**src/rtl/core/ps2_set2_keyboard_decoder_fifo_assert.svh**
```systemverilog
// ----------------------------------------------------------------------------
// PS/2 keyboard decoder assertion macros
// Clocked concurrent assertion helpers, compiled out with ASSERT_OFF.
// ----------------------------------------------------------------------------
`ifndef PS2_SET2_KEYBOARD_DECODER_FIFO_ASSERT_SVH
`define PS2_SET2_KEYBOARD_DECODER_FIFO_ASSERT_SVH

`ifndef ASSERT_OFF
// prop must hold on every edge outside reset
`define PS2KD_ASSERT(label, clk, rst_n, prop, msg) \
  label: assert property (@(posedge clk) disable iff (!rst_n) (prop)) else $error(msg);
// cause implies effect in the next cycle
`define PS2KD_ASSERT_NEXT(label, clk, rst_n, cause, effect, msg) \
  label: assert property (@(posedge clk) disable iff (!rst_n) (cause) |=> (effect)) \
    else $error(msg);
`else
`define PS2KD_ASSERT(label, clk, rst_n, prop, msg)
`define PS2KD_ASSERT_NEXT(label, clk, rst_n, cause, effect, msg)
`endif

`endif

```
**src/rtl/core/ps2kd_pkg.sv**
```systemverilog
// ----------------------------------------------------------------------------
// ps2kd_pkg
// Shared constants, op codes, queue entry type and key maps for the decoder.
// ----------------------------------------------------------------------------
package ps2kd_pkg;

  localparam int FIFO_DEPTH  = 256;
  localparam int PTR_W       = $clog2(FIFO_DEPTH);
  localparam int QUEUE_DEPTH = 2;
  localparam int QPTR_W      = $clog2(QUEUE_DEPTH);
  localparam int QCNT_W      = $clog2(QUEUE_DEPTH + 1);
  localparam int CHAR_W      = 7;

  localparam logic [7:0] CODE_RELEASE = 8'hF0;
  localparam logic [7:0] CODE_LSHIFT  = 8'h12;
  localparam logic [7:0] CODE_RSHIFT  = 8'h59;

  typedef logic [1:0] op_t;
  localparam op_t OP_NONE = 2'd0;
  localparam op_t OP_READ = 2'd1;
  localparam op_t OP_PUSH = 2'd2;

  typedef struct packed {
    op_t               op;
    logic [CHAR_W-1:0] ch;
  } q_entry_t;

  function automatic logic [CHAR_W-1:0] plain_char(input logic [7:0] code);
    logic [CHAR_W-1:0] c;
    case (code)
      8'h0D: c = 7'h09; 8'h0E: c = 7'h60; 8'h15: c = 7'h71; 8'h16: c = 7'h31;
      8'h1A: c = 7'h7A; 8'h1B: c = 7'h73; 8'h1C: c = 7'h61; 8'h1D: c = 7'h77;
      8'h1E: c = 7'h32; 8'h21: c = 7'h63; 8'h22: c = 7'h78; 8'h23: c = 7'h64;
      8'h24: c = 7'h65; 8'h25: c = 7'h34; 8'h26: c = 7'h33; 8'h29: c = 7'h20;
      8'h2A: c = 7'h76; 8'h2B: c = 7'h66; 8'h2C: c = 7'h74; 8'h2D: c = 7'h72;
      8'h2E: c = 7'h35; 8'h31: c = 7'h6E; 8'h32: c = 7'h62; 8'h33: c = 7'h68;
      8'h34: c = 7'h67; 8'h35: c = 7'h79; 8'h36: c = 7'h36; 8'h3A: c = 7'h6D;
      8'h3B: c = 7'h6A; 8'h3C: c = 7'h75; 8'h3D: c = 7'h37; 8'h3E: c = 7'h38;
      8'h41: c = 7'h2C; 8'h42: c = 7'h6B; 8'h43: c = 7'h69; 8'h44: c = 7'h6F;
      8'h45: c = 7'h30; 8'h46: c = 7'h39; 8'h49: c = 7'h2E; 8'h4A: c = 7'h2F;
      8'h4B: c = 7'h6C; 8'h4C: c = 7'h3B; 8'h4D: c = 7'h70; 8'h4E: c = 7'h2D;
      8'h52: c = 7'h27; 8'h54: c = 7'h5B; 8'h55: c = 7'h3D; 8'h5A: c = 7'h0A;
      8'h5B: c = 7'h5D; 8'h5D: c = 7'h5C;
      default: c = '0;
    endcase
    return c;
  endfunction

  function automatic logic [CHAR_W-1:0] shift_char(input logic [7:0] code);
    logic [CHAR_W-1:0] c;
    case (code)
      8'h0D: c = 7'h09; 8'h0E: c = 7'h7E; 8'h15: c = 7'h51; 8'h16: c = 7'h21;
      8'h1A: c = 7'h5A; 8'h1B: c = 7'h53; 8'h1C: c = 7'h41; 8'h1D: c = 7'h57;
      8'h1E: c = 7'h40; 8'h21: c = 7'h43; 8'h22: c = 7'h58; 8'h23: c = 7'h44;
      8'h24: c = 7'h45; 8'h25: c = 7'h24; 8'h26: c = 7'h23; 8'h29: c = 7'h20;
      8'h2A: c = 7'h56; 8'h2B: c = 7'h46; 8'h2C: c = 7'h54; 8'h2D: c = 7'h52;
      8'h2E: c = 7'h25; 8'h31: c = 7'h4E; 8'h32: c = 7'h42; 8'h33: c = 7'h48;
      8'h34: c = 7'h47; 8'h35: c = 7'h59; 8'h36: c = 7'h5E; 8'h3A: c = 7'h4D;
      8'h3B: c = 7'h4A; 8'h3C: c = 7'h55; 8'h3D: c = 7'h26; 8'h3E: c = 7'h2A;
      8'h41: c = 7'h3C; 8'h42: c = 7'h4B; 8'h43: c = 7'h49; 8'h44: c = 7'h4F;
      8'h45: c = 7'h29; 8'h46: c = 7'h28; 8'h49: c = 7'h3E; 8'h4A: c = 7'h3F;
      8'h4B: c = 7'h4C; 8'h4C: c = 7'h3A; 8'h4D: c = 7'h50; 8'h4E: c = 7'h5F;
      8'h52: c = 7'h22; 8'h54: c = 7'h7B; 8'h55: c = 7'h2B; 8'h5A: c = 7'h0A;
      8'h5B: c = 7'h7D; 8'h5D: c = 7'h7C;
      default: c = '0;
    endcase
    return c;
  endfunction

endpackage

```
**src/rtl/core/ps2kd_ram.sv**
```systemverilog
// ----------------------------------------------------------------------------
// ps2kd_ram
// Generic simple dual-port RAM, one write and one registered read port.
// ----------------------------------------------------------------------------
module ps2kd_ram #(
  parameter int WIDTH = 8,
  parameter int DEPTH = 16
) (
  input  logic                     clk,
  input  logic                     we,
  input  logic [$clog2(DEPTH)-1:0] waddr,
  input  logic [WIDTH-1:0]         wdata,
  input  logic                     re,
  input  logic [$clog2(DEPTH)-1:0] raddr,
  output logic [WIDTH-1:0]         rdata
);

  logic [WIDTH-1:0] mem_r [DEPTH];
  logic [WIDTH-1:0] rdata_r;

  always_ff @(posedge clk) begin
    if (we) begin
      mem_r[waddr] <= wdata;
    end
    if (re) begin
      rdata_r <= mem_r[raddr];
    end
  end

  assign rdata = rdata_r;

endmodule

```
**src/rtl/core/ps2kd_front.sv**
```systemverilog
// ----------------------------------------------------------------------------
// ps2kd_front
// Accepts scan bytes and read requests, tracks release and shift state and
// turns each beat into one queued op.
// ----------------------------------------------------------------------------
module ps2kd_front (
  input  logic                clk,
  input  logic                rst_n,
  input  logic                in_valid,
  output logic                in_ready,
  input  logic                in_req_type,
  input  logic [7:0]          in_scan_byte,
  input  logic                q_full,
  output logic                q_push,
  output ps2kd_pkg::q_entry_t q_entry
);

  logic release_r, release_nxt;
  logic lshift_r, lshift_nxt;
  logic rshift_r, rshift_nxt;
  logic [ps2kd_pkg::CHAR_W-1:0] plain_c;
  logic [ps2kd_pkg::CHAR_W-1:0] shift_c;

  assign in_ready = !q_full;
  assign q_push   = in_valid && in_ready;
  assign plain_c  = ps2kd_pkg::plain_char(in_scan_byte);
  assign shift_c  = ps2kd_pkg::shift_char(in_scan_byte);

  always_comb begin
    release_nxt = release_r;
    lshift_nxt  = lshift_r;
    rshift_nxt  = rshift_r;
    q_entry.op  = ps2kd_pkg::OP_NONE;
    q_entry.ch  = '0;
    if (in_req_type) begin
      q_entry.op = ps2kd_pkg::OP_READ;
    end else if (release_r) begin
      // byte after a break code is the released key, whatever it is
      release_nxt = 1'b0;
      if (in_scan_byte == ps2kd_pkg::CODE_LSHIFT) begin
        lshift_nxt = 1'b0;
      end else if (in_scan_byte == ps2kd_pkg::CODE_RSHIFT) begin
        rshift_nxt = 1'b0;
      end
    end else if (in_scan_byte == ps2kd_pkg::CODE_RELEASE) begin
      release_nxt = 1'b1;
    end else begin
      if (in_scan_byte == ps2kd_pkg::CODE_LSHIFT) begin
        lshift_nxt = 1'b1;
      end else if (in_scan_byte == ps2kd_pkg::CODE_RSHIFT) begin
        rshift_nxt = 1'b1;
      end
      if (plain_c != '0) begin
        q_entry.op = ps2kd_pkg::OP_PUSH;
        q_entry.ch = (lshift_r || rshift_r) ? shift_c : plain_c;
      end
    end
  end

  always_ff @(posedge clk) begin
    if (!rst_n) begin
      release_r <= 1'b0;
      lshift_r  <= 1'b0;
      rshift_r  <= 1'b0;
    end else if (q_push) begin
      release_r <= release_nxt;
      lshift_r  <= lshift_nxt;
      rshift_r  <= rshift_nxt;
    end
  end

endmodule

```
**src/rtl/core/ps2kd_opq.sv**
```systemverilog
// ----------------------------------------------------------------------------
// ps2kd_opq
// Short register queue of decoded ops between front and back.
// ----------------------------------------------------------------------------
module ps2kd_opq (
  input  logic                clk,
  input  logic                rst_n,
  input  logic                push,
  input  ps2kd_pkg::q_entry_t push_entry,
  output logic                full,
  output logic                head_valid,
  output ps2kd_pkg::q_entry_t head_entry,
  input  logic                pop
);

  localparam int LAST = ps2kd_pkg::QUEUE_DEPTH - 1;

  ps2kd_pkg::q_entry_t             slot_r [ps2kd_pkg::QUEUE_DEPTH];
  logic [ps2kd_pkg::QPTR_W-1:0]    wr_ptr_r, wr_ptr_nxt;
  logic [ps2kd_pkg::QPTR_W-1:0]    rd_ptr_r, rd_ptr_nxt;
  logic [ps2kd_pkg::QCNT_W-1:0]    cnt_r, cnt_nxt;

  assign full       = (cnt_r == ps2kd_pkg::QCNT_W'(ps2kd_pkg::QUEUE_DEPTH));
  assign head_valid = (cnt_r != '0);
  assign head_entry = slot_r[rd_ptr_r];

  always_comb begin
    wr_ptr_nxt = wr_ptr_r;
    rd_ptr_nxt = rd_ptr_r;
    cnt_nxt    = cnt_r;
    if (push) begin
      wr_ptr_nxt = (wr_ptr_r == ps2kd_pkg::QPTR_W'(LAST)) ? '0 : wr_ptr_r + 1'b1;
    end
    if (pop) begin
      rd_ptr_nxt = (rd_ptr_r == ps2kd_pkg::QPTR_W'(LAST)) ? '0 : rd_ptr_r + 1'b1;
    end
    if (push && !pop) begin
      cnt_nxt = cnt_r + 1'b1;
    end else if (pop && !push) begin
      cnt_nxt = cnt_r - 1'b1;
    end
  end

  always_ff @(posedge clk) begin
    if (push) begin
      slot_r[wr_ptr_r] <= push_entry;
    end
  end

  always_ff @(posedge clk) begin
    if (!rst_n) begin
      wr_ptr_r <= '0;
      rd_ptr_r <= '0;
      cnt_r    <= '0;
    end else begin
      wr_ptr_r <= wr_ptr_nxt;
      rd_ptr_r <= rd_ptr_nxt;
      cnt_r    <= cnt_nxt;
    end
  end

endmodule

```
**src/rtl/core/ps2kd_back.sv**
```systemverilog
// ----------------------------------------------------------------------------
// ps2kd_back
// Runs queued ops against the character FIFO and presents one result beat
// per op from a registered output stage.
// ----------------------------------------------------------------------------
`include "ps2_set2_keyboard_decoder_fifo_assert.svh"

module ps2kd_back (
  input  logic                             clk,
  input  logic                             rst_n,
  input  logic                             q_valid,
  input  ps2kd_pkg::q_entry_t              q_entry,
  output logic                             q_pop,
  output logic                             out_valid,
  input  logic                             out_ready,
  output logic [ps2kd_pkg::CHAR_W-1:0]     out_char,
  output logic                             out_char_valid,
  output logic                             out_fifo_empty,
  output logic                             out_dropped
);

  localparam int LAST = ps2kd_pkg::FIFO_DEPTH - 1;

  logic [ps2kd_pkg::PTR_W-1:0]  wptr_r, wptr_nxt;
  logic [ps2kd_pkg::PTR_W-1:0]  rptr_r, rptr_nxt;
  logic [ps2kd_pkg::PTR_W-1:0]  wnext;
  logic [ps2kd_pkg::PTR_W-1:0]  rnext;
  logic                         pend_valid_r, pend_valid_nxt;
  logic                         pend_pop_r, pend_empty_r, pend_drop_r;
  logic                         fire, is_read, is_push, is_empty, is_full;
  logic                         ram_we, ram_re;
  logic [ps2kd_pkg::CHAR_W-1:0] ram_rdata;

  assign wnext    = (wptr_r == ps2kd_pkg::PTR_W'(LAST)) ? '0 : wptr_r + 1'b1;
  assign rnext    = (rptr_r == ps2kd_pkg::PTR_W'(LAST)) ? '0 : rptr_r + 1'b1;
  assign is_read  = (q_entry.op == ps2kd_pkg::OP_READ);
  assign is_push  = (q_entry.op == ps2kd_pkg::OP_PUSH);
  assign is_empty = (wptr_r == rptr_r);
  assign is_full  = (wnext == rptr_r);

  // output stage is free, or its beat leaves this cycle
  assign fire   = q_valid && (!pend_valid_r || out_ready);
  assign q_pop  = fire;
  assign ram_we = fire && is_push && !is_full;
  assign ram_re = fire && is_read && !is_empty;

  always_comb begin
    wptr_nxt       = ram_we ? wnext : wptr_r;
    rptr_nxt       = ram_re ? rnext : rptr_r;
    pend_valid_nxt = pend_valid_r;
    if (fire) begin
      pend_valid_nxt = 1'b1;
    end else if (out_ready) begin
      pend_valid_nxt = 1'b0;
    end
  end

  ps2kd_ram #(
    .WIDTH (ps2kd_pkg::CHAR_W),
    .DEPTH (ps2kd_pkg::FIFO_DEPTH)
  ) u_store (
    .clk   (clk),
    .we    (ram_we),
    .waddr (wptr_r),
    .wdata (q_entry.ch),
    .re    (ram_re),
    .raddr (rptr_r),
    .rdata (ram_rdata)
  );

  always_ff @(posedge clk) begin
    if (!rst_n) begin
      wptr_r       <= '0;
      rptr_r       <= '0;
      pend_valid_r <= 1'b0;
    end else begin
      wptr_r       <= wptr_nxt;
      rptr_r       <= rptr_nxt;
      pend_valid_r <= pend_valid_nxt;
    end
  end

  always_ff @(posedge clk) begin
    if (fire) begin
      pend_pop_r   <= is_read && !is_empty;
      pend_empty_r <= is_read && is_empty;
      pend_drop_r  <= is_push && is_full;
    end
  end

  // read data register holds while the beat is stalled: no read fires then
  assign out_valid      = pend_valid_r;
  assign out_char       = pend_pop_r ? ram_rdata : '0;
  assign out_char_valid = pend_pop_r;
  assign out_fifo_empty = pend_empty_r;
  assign out_dropped    = pend_drop_r;

  `PS2KD_ASSERT(a_flags_exclusive, clk, rst_n,
                !pend_valid_r || $onehot0({pend_pop_r, pend_empty_r, pend_drop_r}),
                "more than one result flag set")
  `PS2KD_ASSERT(a_ptr_range, clk, rst_n,
                (wptr_r <= ps2kd_pkg::PTR_W'(LAST)) && (rptr_r <= ps2kd_pkg::PTR_W'(LAST)),
                "FIFO pointer out of range")
  `PS2KD_ASSERT_NEXT(a_pop_moves_rptr, clk, rst_n, ram_re,
                     rptr_r != $past(rptr_r) && wptr_r == $past(wptr_r),
                     "pop did not advance read pointer alone")
  `PS2KD_ASSERT_NEXT(a_fire_gives_beat, clk, rst_n, fire, pend_valid_r,
                     "executed op produced no result beat")

endmodule

```
**src/rtl/core/ps2_set2_keyboard_decoder_fifo.sv**
```systemverilog
// ----------------------------------------------------------------------------
// ps2_set2_keyboard_decoder_fifo
// PS/2 set 2 scan byte decoder with an ASCII character FIFO.
// ----------------------------------------------------------------------------
// Input channel (in_valid/in_ready): in_req_type 0 carries a scan byte from
// the keyboard in in_scan_byte, 1 is a consumer read request.
// Output channel (out_valid/out_ready): exactly one beat per input beat, in
// order. A read returns out_char with out_char_valid, or out_fifo_empty; a
// key press that finds the FIFO full returns out_dropped; anything else
// returns an all-zero beat.
// An accepted beat passes the op queue, then the registered output stage.
// Throughput: one beat per cycle while out_ready is high, set by the back
// stage, running one queued op per cycle on separate write and read ports.
// Reset (rst_n low, synchronous) clears shift and release state, the op
// queue and both FIFO pointers; FIFO storage is not cleared.
// When the receiver stalls, the output beat holds, the two-entry op queue
// fills, and in_ready drops once it is full.
// ----------------------------------------------------------------------------
module ps2_set2_keyboard_decoder_fifo (
  input  logic                         clk,
  input  logic                         rst_n,
  input  logic                         in_valid,
  output logic                         in_ready,
  input  logic                         in_req_type,
  input  logic [7:0]                   in_scan_byte,
  output logic                         out_valid,
  input  logic                         out_ready,
  output logic [ps2kd_pkg::CHAR_W-1:0] out_char,
  output logic                         out_char_valid,
  output logic                         out_fifo_empty,
  output logic                         out_dropped
);

  ps2kd_pkg::q_entry_t push_entry;
  ps2kd_pkg::q_entry_t head_entry;
  logic                q_full, q_push, head_valid, q_pop;

  ps2kd_front u_front (
    .clk          (clk),
    .rst_n        (rst_n),
    .in_valid     (in_valid),
    .in_ready     (in_ready),
    .in_req_type  (in_req_type),
    .in_scan_byte (in_scan_byte),
    .q_full       (q_full),
    .q_push       (q_push),
    .q_entry      (push_entry)
  );

  ps2kd_opq u_opq (
    .clk        (clk),
    .rst_n      (rst_n),
    .push       (q_push),
    .push_entry (push_entry),
    .full       (q_full),
    .head_valid (head_valid),
    .head_entry (head_entry),
    .pop        (q_pop)
  );

  ps2kd_back u_back (
    .clk            (clk),
    .rst_n          (rst_n),
    .q_valid        (head_valid),
    .q_entry        (head_entry),
    .q_pop          (q_pop),
    .out_valid      (out_valid),
    .out_ready      (out_ready),
    .out_char       (out_char),
    .out_char_valid (out_char_valid),
    .out_fifo_empty (out_fifo_empty),
    .out_dropped    (out_dropped)
  );

endmodule
```
**config.mk**
```make
export PLATFORM = sky130hd
export DESIGN_NAME = ps2_set2_keyboard_decoder_fifo
export DESIGN_NICKNAME = d
export VERILOG_FILES = /design/src/rtl/core/ps2kd_pkg.sv /design/src/rtl/core/ps2kd_ram.sv /design/src/rtl/core/ps2kd_front.sv /design/src/rtl/core/ps2kd_opq.sv /design/src/rtl/core/ps2kd_back.sv /design/src/rtl/core/ps2_set2_keyboard_decoder_fifo.sv
export VERILOG_INCLUDE_DIRS = /design/src /design/src/rtl/core
export SDC_FILE = /design/constraint.sdc
export NUM_CORES = 2
export LEC_CHECK = 0
export BUFFER_PORTS_ARGS = -buffer_cell sky130_fd_sc_hd__buf_4
export CAP_MARGIN = 20
export CORE_UTILIZATION = 57
export CTS_BUF_LIST = sky130_fd_sc_hd__clkbuf_8 sky130_fd_sc_hd__clkbuf_16
export DETAILED_ROUTE_END_ITERATION = 12
export GPL_ROUTABILITY_DRIVEN = 0
export PLACE_DENSITY = 0.76
export SLEW_MARGIN = 20
export SYNTH_ARGS = -nofsm -noshare
export SYNTH_HDL_FRONTEND = slang
export SYNTH_HIERARCHICAL = 1
export SYNTH_SLANG_ARGS = --single-unit
```
**constraint.sdc**
```tcl
create_clock -name clk -period 4.1 [get_ports clk]
set_input_delay 0.41 -clock clk [delete_from_list [all_inputs] [get_ports clk]]
set_output_delay 0.41 -clock clk [all_outputs]
set_load 0.01 [all_outputs]
```
=== Yosys cells after proc, flatten, opt, wreduce, memory -nomap -nowiden ===
Memories as Yosys holds them, arrays and structs flattened. A register that Yosys moved wholly into a read port is not among the register bits.
Cells that the tools add are included.
W data, S select, Z words.

* Flip-flop bits (word level): 27
* RAM bits: 1,810
* Memory bits (read-only): 1,792
* Input port bits: 13
* Memories kept: 4

{| class="wikitable"
|+ Memories
! memory !! depth !! width !! rd ports !! clocked after memory_dff !! write ports !! RTL line !! RTL
|-
| u_back.u_store.mem_r || 256 || 7 || 1 || 1 || 1 || ps2kd_ram.sv:18 || <nowiki>logic [WIDTH-1:0] mem_r [DEPTH];</nowiki>
|-
| (name not given) || 128 || 7 || 1 || 0 || 0 || ps2kd_pkg.sv:51 || <nowiki>case (code)</nowiki>
|-
| (name not given) || 128 || 7 || 1 || 0 || 0 || ps2kd_pkg.sv:30 || <nowiki>case (code)</nowiki>
|-
| u_opq.slot_r || 2 || 9 || 1 || 1 || 1 || ps2kd_opq.sv:18 || <nowiki>ps2kd_pkg::q_entry_t slot_r [ps2kd_pkg::QUEUE_DEPTH];</nowiki>
|}

* Add/sub/neg operators: 6
* Equal/unequal tests: 15
* Muxes and demuxes: 35
* Bitwise gates (word level): 1
* Reduce and logical (&&, ||, !) cells: 28

{| class="wikitable"
|+ Operators with widths
! cell !! count
|-
| $mux W7 || 5
|-
| $mux W9 || 3
|-
| $eq A8 B8 Y1 const B || 3
|-
| $mux W1 || 22
|-
| $add A8 B1 Y8 const B || 2
|-
| $eq A8 B8 Y1 || 2
|-
| $mux W8 || 2
|-
| $logic_and A1 B1 Y1 || 11
|-
| $reduce_bool A2 Y1 || 5
|-
| $eq A8 B5 Y1 const B || 1
|-
| $eq A8 B7 Y1 const B || 1
|-
| $reduce_and A7 Y1 || 1
|-
| $reduce_bool A7 Y1 || 1
|-
| $logic_not A1 Y1 || 6
|-
| $mux W2 || 3
|-
| $ne A2 B2 Y1 const B || 3
|-
| $reduce_and A5 Y1 || 1
|-
| $eq A2 B2 Y1 const B || 2
|-
| $ne A2 B1 Y1 const B || 2
|-
| $add A1 B1 Y1 const B || 2
|-
| $add A2 B1 Y2 const B || 1
|-
| $eq A2 B1 Y1 const B || 1
|-
| $logic_or A1 B1 Y1 || 2
|-
| $reduce_and A2 Y1 || 1
|-
| other kinds (2) || 2
|}

=== Logic depth before layout (Yosys ltp) ===
* Depth in word-level cells: 7
* Mapped depth: 13
* Gate-level depth less buffers: 9

=== Cells and area by module ===
Netlist, hierarchy kept.

{| class="wikitable"
|+ By module, submodules not included
! module !! times used !! cells an instance !! area each (um^2) !! sequential area each (um^2)
|-
| ps2kd_ram || 1 || 3,381 || 70,267.4 || 54,021.8
|-
| ps2kd_front || 1 || 291 || 1,948.1 || 60.1
|-
| ps2kd_back || 1 || 151 || 1,293.7 || 430.4
|-
| ps2kd_opq || 1 || 50 || 868.3 || 640.6
|}

=== Worst setup path before layout ===
OpenSTA, ideal clock, no wires.

* Kind: register to register
* Start point: register u_back/wptr_r[0] (netlist bit)
* End point: memory u_back/u_store/mem_r[234][0] (netlist bit), enable pin
* Setup time: 360 ps
* Arrival: 3,536 ps
* Path slack: 204 ps
* Cell stages (with the launch flop): 14
* Path buffers: 4
* Clock period less this slack: 3,896 ps
* Path through: dfxtp_1 ha_1 nand2_1 or3_1 and3_1 o211a_1 o311a_1 buf_6 nor2_1 clkbuf_1 clkbuf_1 nand3_1 clkbuf_1 nor2_1

* Longest elaborated chain between the ends: 7

{| class="wikitable"
|+ RTL lines
! item !! RTL line !! RTL
|-
| from (decl) || ps2kd_back.sv:24 || <nowiki>logic [ps2kd_pkg::PTR_W-1:0] wptr_r, wptr_nxt;</nowiki>
|-
| from (signal assigned) || ps2kd_back.sv:77 || <nowiki>wptr_r <= wptr_nxt;</nowiki>
|-
| $add A8 B1 Y8 or $eq A8 B8 Y1 (tied branches) || ps2kd_back.sv:34 || <nowiki>assign wnext = (wptr_r == ps2kd_pkg::PTR_W'(LAST)) ? '0 : wptr_r + 1'b1;</nowiki>
|-
| $mux W8 (*) || ps2kd_back.sv:34 ||
|-
| $eq A8 B8 Y1 (*) || ps2kd_back.sv:39 || <nowiki>assign is_full = (wnext == rptr_r);</nowiki>
|-
| $logic_not A1 Y1 (*) || ps2kd_back.sv:44 || <nowiki>assign ram_we = fire && is_push && !is_full;</nowiki>
|-
| $logic_and A1 B1 Y1 (*) || ps2kd_back.sv:44 ||
|-
| via u_back.ram_we || ps2kd_back.sv:31 || <nowiki>logic ram_we, ram_re;</nowiki>
|-
| $mux W1 (*) || ps2kd_ram.sv:22 || <nowiki>if (we) begin</nowiki>
|-
| $mux W1 (not written as such) (*) || ps2kd_ram.sv:23 || <nowiki>mem_r[waddr] <= wdata;</nowiki>
|-
| to (decl) || ps2kd_ram.sv:18 ||
|}

The timed path passes the listed nets; every way through them passes the cells marked *.

=== Worst setup path in the final report ===
* Start point: register u_back/wptr_r[1] (netlist bit)
* End point: memory u_back/u_store/mem_r[76][5] (netlist bit), enable pin

The elaborated chain is that of the path after synthesis.

==> metrics list <==
- Clock Skews: 0.03776 ns
* Count of endpoints failing hold in the final timing report: 0
- Per-instance average area after synthesis: 19.20 um^2
- The number of antenna violations at the first check in global routing was 3.
- In this run, synthesis inferred 1820 flip-flops with an integrated enable.
* First-pass GRT wire length: 265800 um
- Once layout is complete, the utilization of the core stands at 0.6419.
- Pins over their slew limit: 0
- Setup slack on the worst reg-to-reg path comes out at 0.08 ns.
- Final Worst Setup Slack: 0.07836 ns
- In this run, synthesis produced a sequential element count of 1845.
- Of all cell types, the one taking the most synthesized area is edfxtp_1.
* Main combinational cell family by area after synthesis: multiplexers
- Slew at the pin with the worst max-slew slack: 1.100 ns
- Setup repair after global routing could not meet its margin everywhere.
- Post-synthesis net count: 3896
* Top achievable clock speed: 0.2487 GHz
* Area share of the leading cell type in the synthesized netlist: 0.7348
* Design Area, Final: 83120 um^2
* Min-Delay Path Class: in -> reg
- Psw: 9709 uW
- Hold is met by 0.1521 ns.
- In this run, the number of DRC markers left after iteration 0 of detailed routing was 5531.
- Clock power share: 0.381
- Sequential share of power: 0.537
- Layout Nets: 4094
* Proportion of synthesized flip-flops having asynchronous set or reset: 0
- TritonRoute pass-1 iters: 7
- For this block, the via count after detailed routing is 39670.
* Clock Path Buffers: 3
* Hpwl dp: 109300 um
- In the routed layout, each cell is associated on average with a via count of 6.664.
- The worst hold path was traced through 4 stages.
* Combined flip-flop and latch cell area: 55170 um^2
* Outcome: completed
- Headroom to the max-slew limit came out at 0.2666.
- CTS H-tree lvls: 4
- Setup TNS after final layout: 0 ns
- The multi-input combinational cells in the finished layout cover a total of 17760 um^2.
- Of the total synthesized cell area, the portion taken by AND, OR, NAND and NOR gates is 0.04857.
* Total cell area at the placement stage: 77330 um^2
- Net switching share of the total power: 0.2315
- Maximum capacitance violations: 0
- Leaving out fill and tap cells, the most frequent cell in the layout is edfxtp_1.
- Of all nets on the critical path, the largest fanout is 13.
* Clock transition time at the flip-flop clock pins of the worst setup and hold paths: 0.06 ns
* Vias in the first global route: 39120
- Number of buffers added for setup after CTS: 0
- In this run, CTS created clock tree buffers numbering 178.
- At the placement stage, the worst setup path has a slack of 0.1843 ns.
- R2R cell count: 12
- Count of warnings emitted by yosys: 6
- Count of antenna-violating nets left after detailed routing: 0
* Startpoint types: flop
- Fraction of final layout cells sized beyond drive strength 1: 0.2278
* Wirelength, routed: 180900 um
- Leading register cell type out of synthesis: edfxtp_1
* Crit path DAT: 4.46 ns
* Post-synthesis cell type count: 90
- The synthesized-area fraction occupied by ao, oa, aoi and oai cells is 0.03958.
- The filler cells instantiated in the layout total 8455.
* Leakage Power: 0.02542 uW
- For this design the ratio of total power to cell area is 504.5 nW/um^2.
- In this run the horizontal extent of the chip is 363.2 um.
* Total DRC errors in the routed layout: 0
- Routed wire per std cell: 30.38 um
- The region available for standard cell placement spans 129500 um^2.
- Overflow left after global routing: 0
* Type of the setup path with the least slack: reg -> reg
* Fraction of power consumed by combinational cells: 0.083
* Sequential share of the synthesized area: 0.7415
- Starting Density: 0.5744
- Total of buffers placed on input and output ports: 24
- Ranked by total cell area, the synthesized netlist is headed by edfxtp_1 (73%), mux4_2 (12%), mux2i_1 (2.3%).
- In the global route stage, overall resource usage came out at 0.2783.
- CTS tree: yes
* Setup crit end kind: flop
* Max IR drop VDD: 0.0003690 V
- Portion of netlist area occupied by mux cells: 0.1437
- In the layout the commonest cells are edfxtp_1 (1820), mux4_2 (381), nor2_1 (307), buf_4 (228), clkbuf_16 (182).
* Area enclosed by the die boundary: 131900 um^2
- Fraction of the mapped netlist area in adder cells: 0.001682
- Setup violations remaining at the end of the flow were counted as 0.
- Of the available clock period, the critical path in the final layout requires 0.9809.
* Post-Synthesis Cell Area: 74380 um^2
* Synthesis-to-finish area growth: 11.75%
- Post-Synthesis Cells: 3873
- Boundary pin count: 25
- Die height: 363.2 um
* Required @ worst endpoint: 4.54 ns
- Clock insertion delay at the later pin of the skew report: 0.82 ns
* Maximum number of pins on one net before global-route repair: 142
- Parity-gate share of the synthesized area counting xor and xnor cells: 0.002708
* Clock root buffer master: clkbuf_16
- In this run the core area contains 132 standard-cell rows.
- Clock sink count: 1845
* Pint: 32230 uW
- Time the worst path needs with I/O delays and setup: 4.022 ns
[path summary, 6_finish.rpt]
check | from | end
setup / recovery | u_back/wptr_r[1] | u_back/u_store/mem_r[76][5]
hold / removal | in_valid | u_opq/wr_ptr_r
setup reg to reg | u_back/wptr_r[1] | u_back/u_store/mem_r[76][5]
hold reg to reg | u_back/out_valid | u_back/out_valid
[per-stage QoR]
| stage | cells | total power (uW) |
|---|---|---|
| 6_report | 5953 | 41940 |
| 5_1_grt | 5952 | 43030 |
| 4_1_cts | 5952 | 42160 |
| 3_5_place_dp | 5630 | 26410 |
| 3_3_place_gp | 5630 | 26310 |
| 2_1_floorplan | 3873 | 24820 |
[metal layers]
| layer | GRT usage | vias up | wire (um) |
|---|---|---|---|
| li1 | - | 16250 | - |
| met1 | 0.3820 | 20430 | 66980 |
| met2 | 0.4414 | 2587 | 87430 |
| met3 | 0.06055 | 400 | 19460 |
| met4 | 0.1061 | 4 | 6976 |
| met5 | 0 | - | 28 |
[synthesized netlist by cell type (30+ instances only)]
cell      count
edfxtp_1   1820
mux4_2      381
nor2_1      330
mux2i_1     170
nand2_1     111
clkbuf_1     91
a21oi_1      76
o22ai_1      70
a22oi_1      62
buf_2        61
nand3_1      55
nor3_1       45
o21ai_0      43
nor4_1       39
nand2b_1     34
buf_4        30
[cell families after synthesis]
logic type               after synthesis
XOR/XNOR                              23
AO/OA/AOI/OAI                        414
multiplexers                         574
adder cells (fa/ha/maj)               10
buffers and inverters                254
flip-flops                          1845
AND/OR/NAND/NOR                      753
[flip-flops by register name, indices dropped and copies added, names as in the netlist, named ones only]
register / flops
u_opq/cnt_r: 2
u_opq/rd_ptr_r: 1
u_back/out_char_valid: 1
u_back/out_dropped: 1
u_front/lshift_r: 1
u_front/release_r: 1
u_back/rptr_r: 8
u_opq/wr_ptr_r: 1
u_back/out_valid: 1
u_opq/slot_r: 18
u_back/u_store/rdata: 7
u_back/out_fifo_empty: 1
u_back/wptr_r: 8
u_front/rshift_r: 1
u_back/u_store/mem_r: 1792
[layout make-up]
class | instances | share of cell area
multi-input combinational | 1774 | 0.2137
tap | 1742 | 0.02622
timing repair buffer | 256 | 0.02698
clock inverter | 137 | 0.01383
sequential | 1845 | 0.6638
antenna | 1 | 0.00003011
inverter | 16 | 0.0007226
clock buffer | 182 | 0.05479
[power by group through the flow]
stage | Sequential [uW] | Combinational (uW) | Clock, uW
after global placement | 22900 | 3410 | 0
after floorplan | 23000 | 1770 | 0
after global routing | 22500 | 3680 | 16800
final | 22500 | 3460 | 16000
after detailed placement | 22900 | 3500 | 0
after CTS | 22500 | 3500 | 16200
[critical path, stage by stage (launching register included)]
cell     delay, ns
dfxtp_1       0.48
ha_1          0.32
nand2_1       0.09
or3_1         0.42
and3_1        0.21
o211a_1       0.20
o311a_1       0.32
nor2_1        0.26
buf_4         0.24
buf_4         0.16
nand4_1       0.10
buf_4         0.34
nor2_1        0.52
[what timing repair did]
action / in CTS / in global routing
hold buffers: 3 / 0
endpoints found under the setup margin: 0 / 145
endpoints found under the hold margin: 17 / 0
resized for setup: 0 / 21
(Power assumes the default switching activity.)
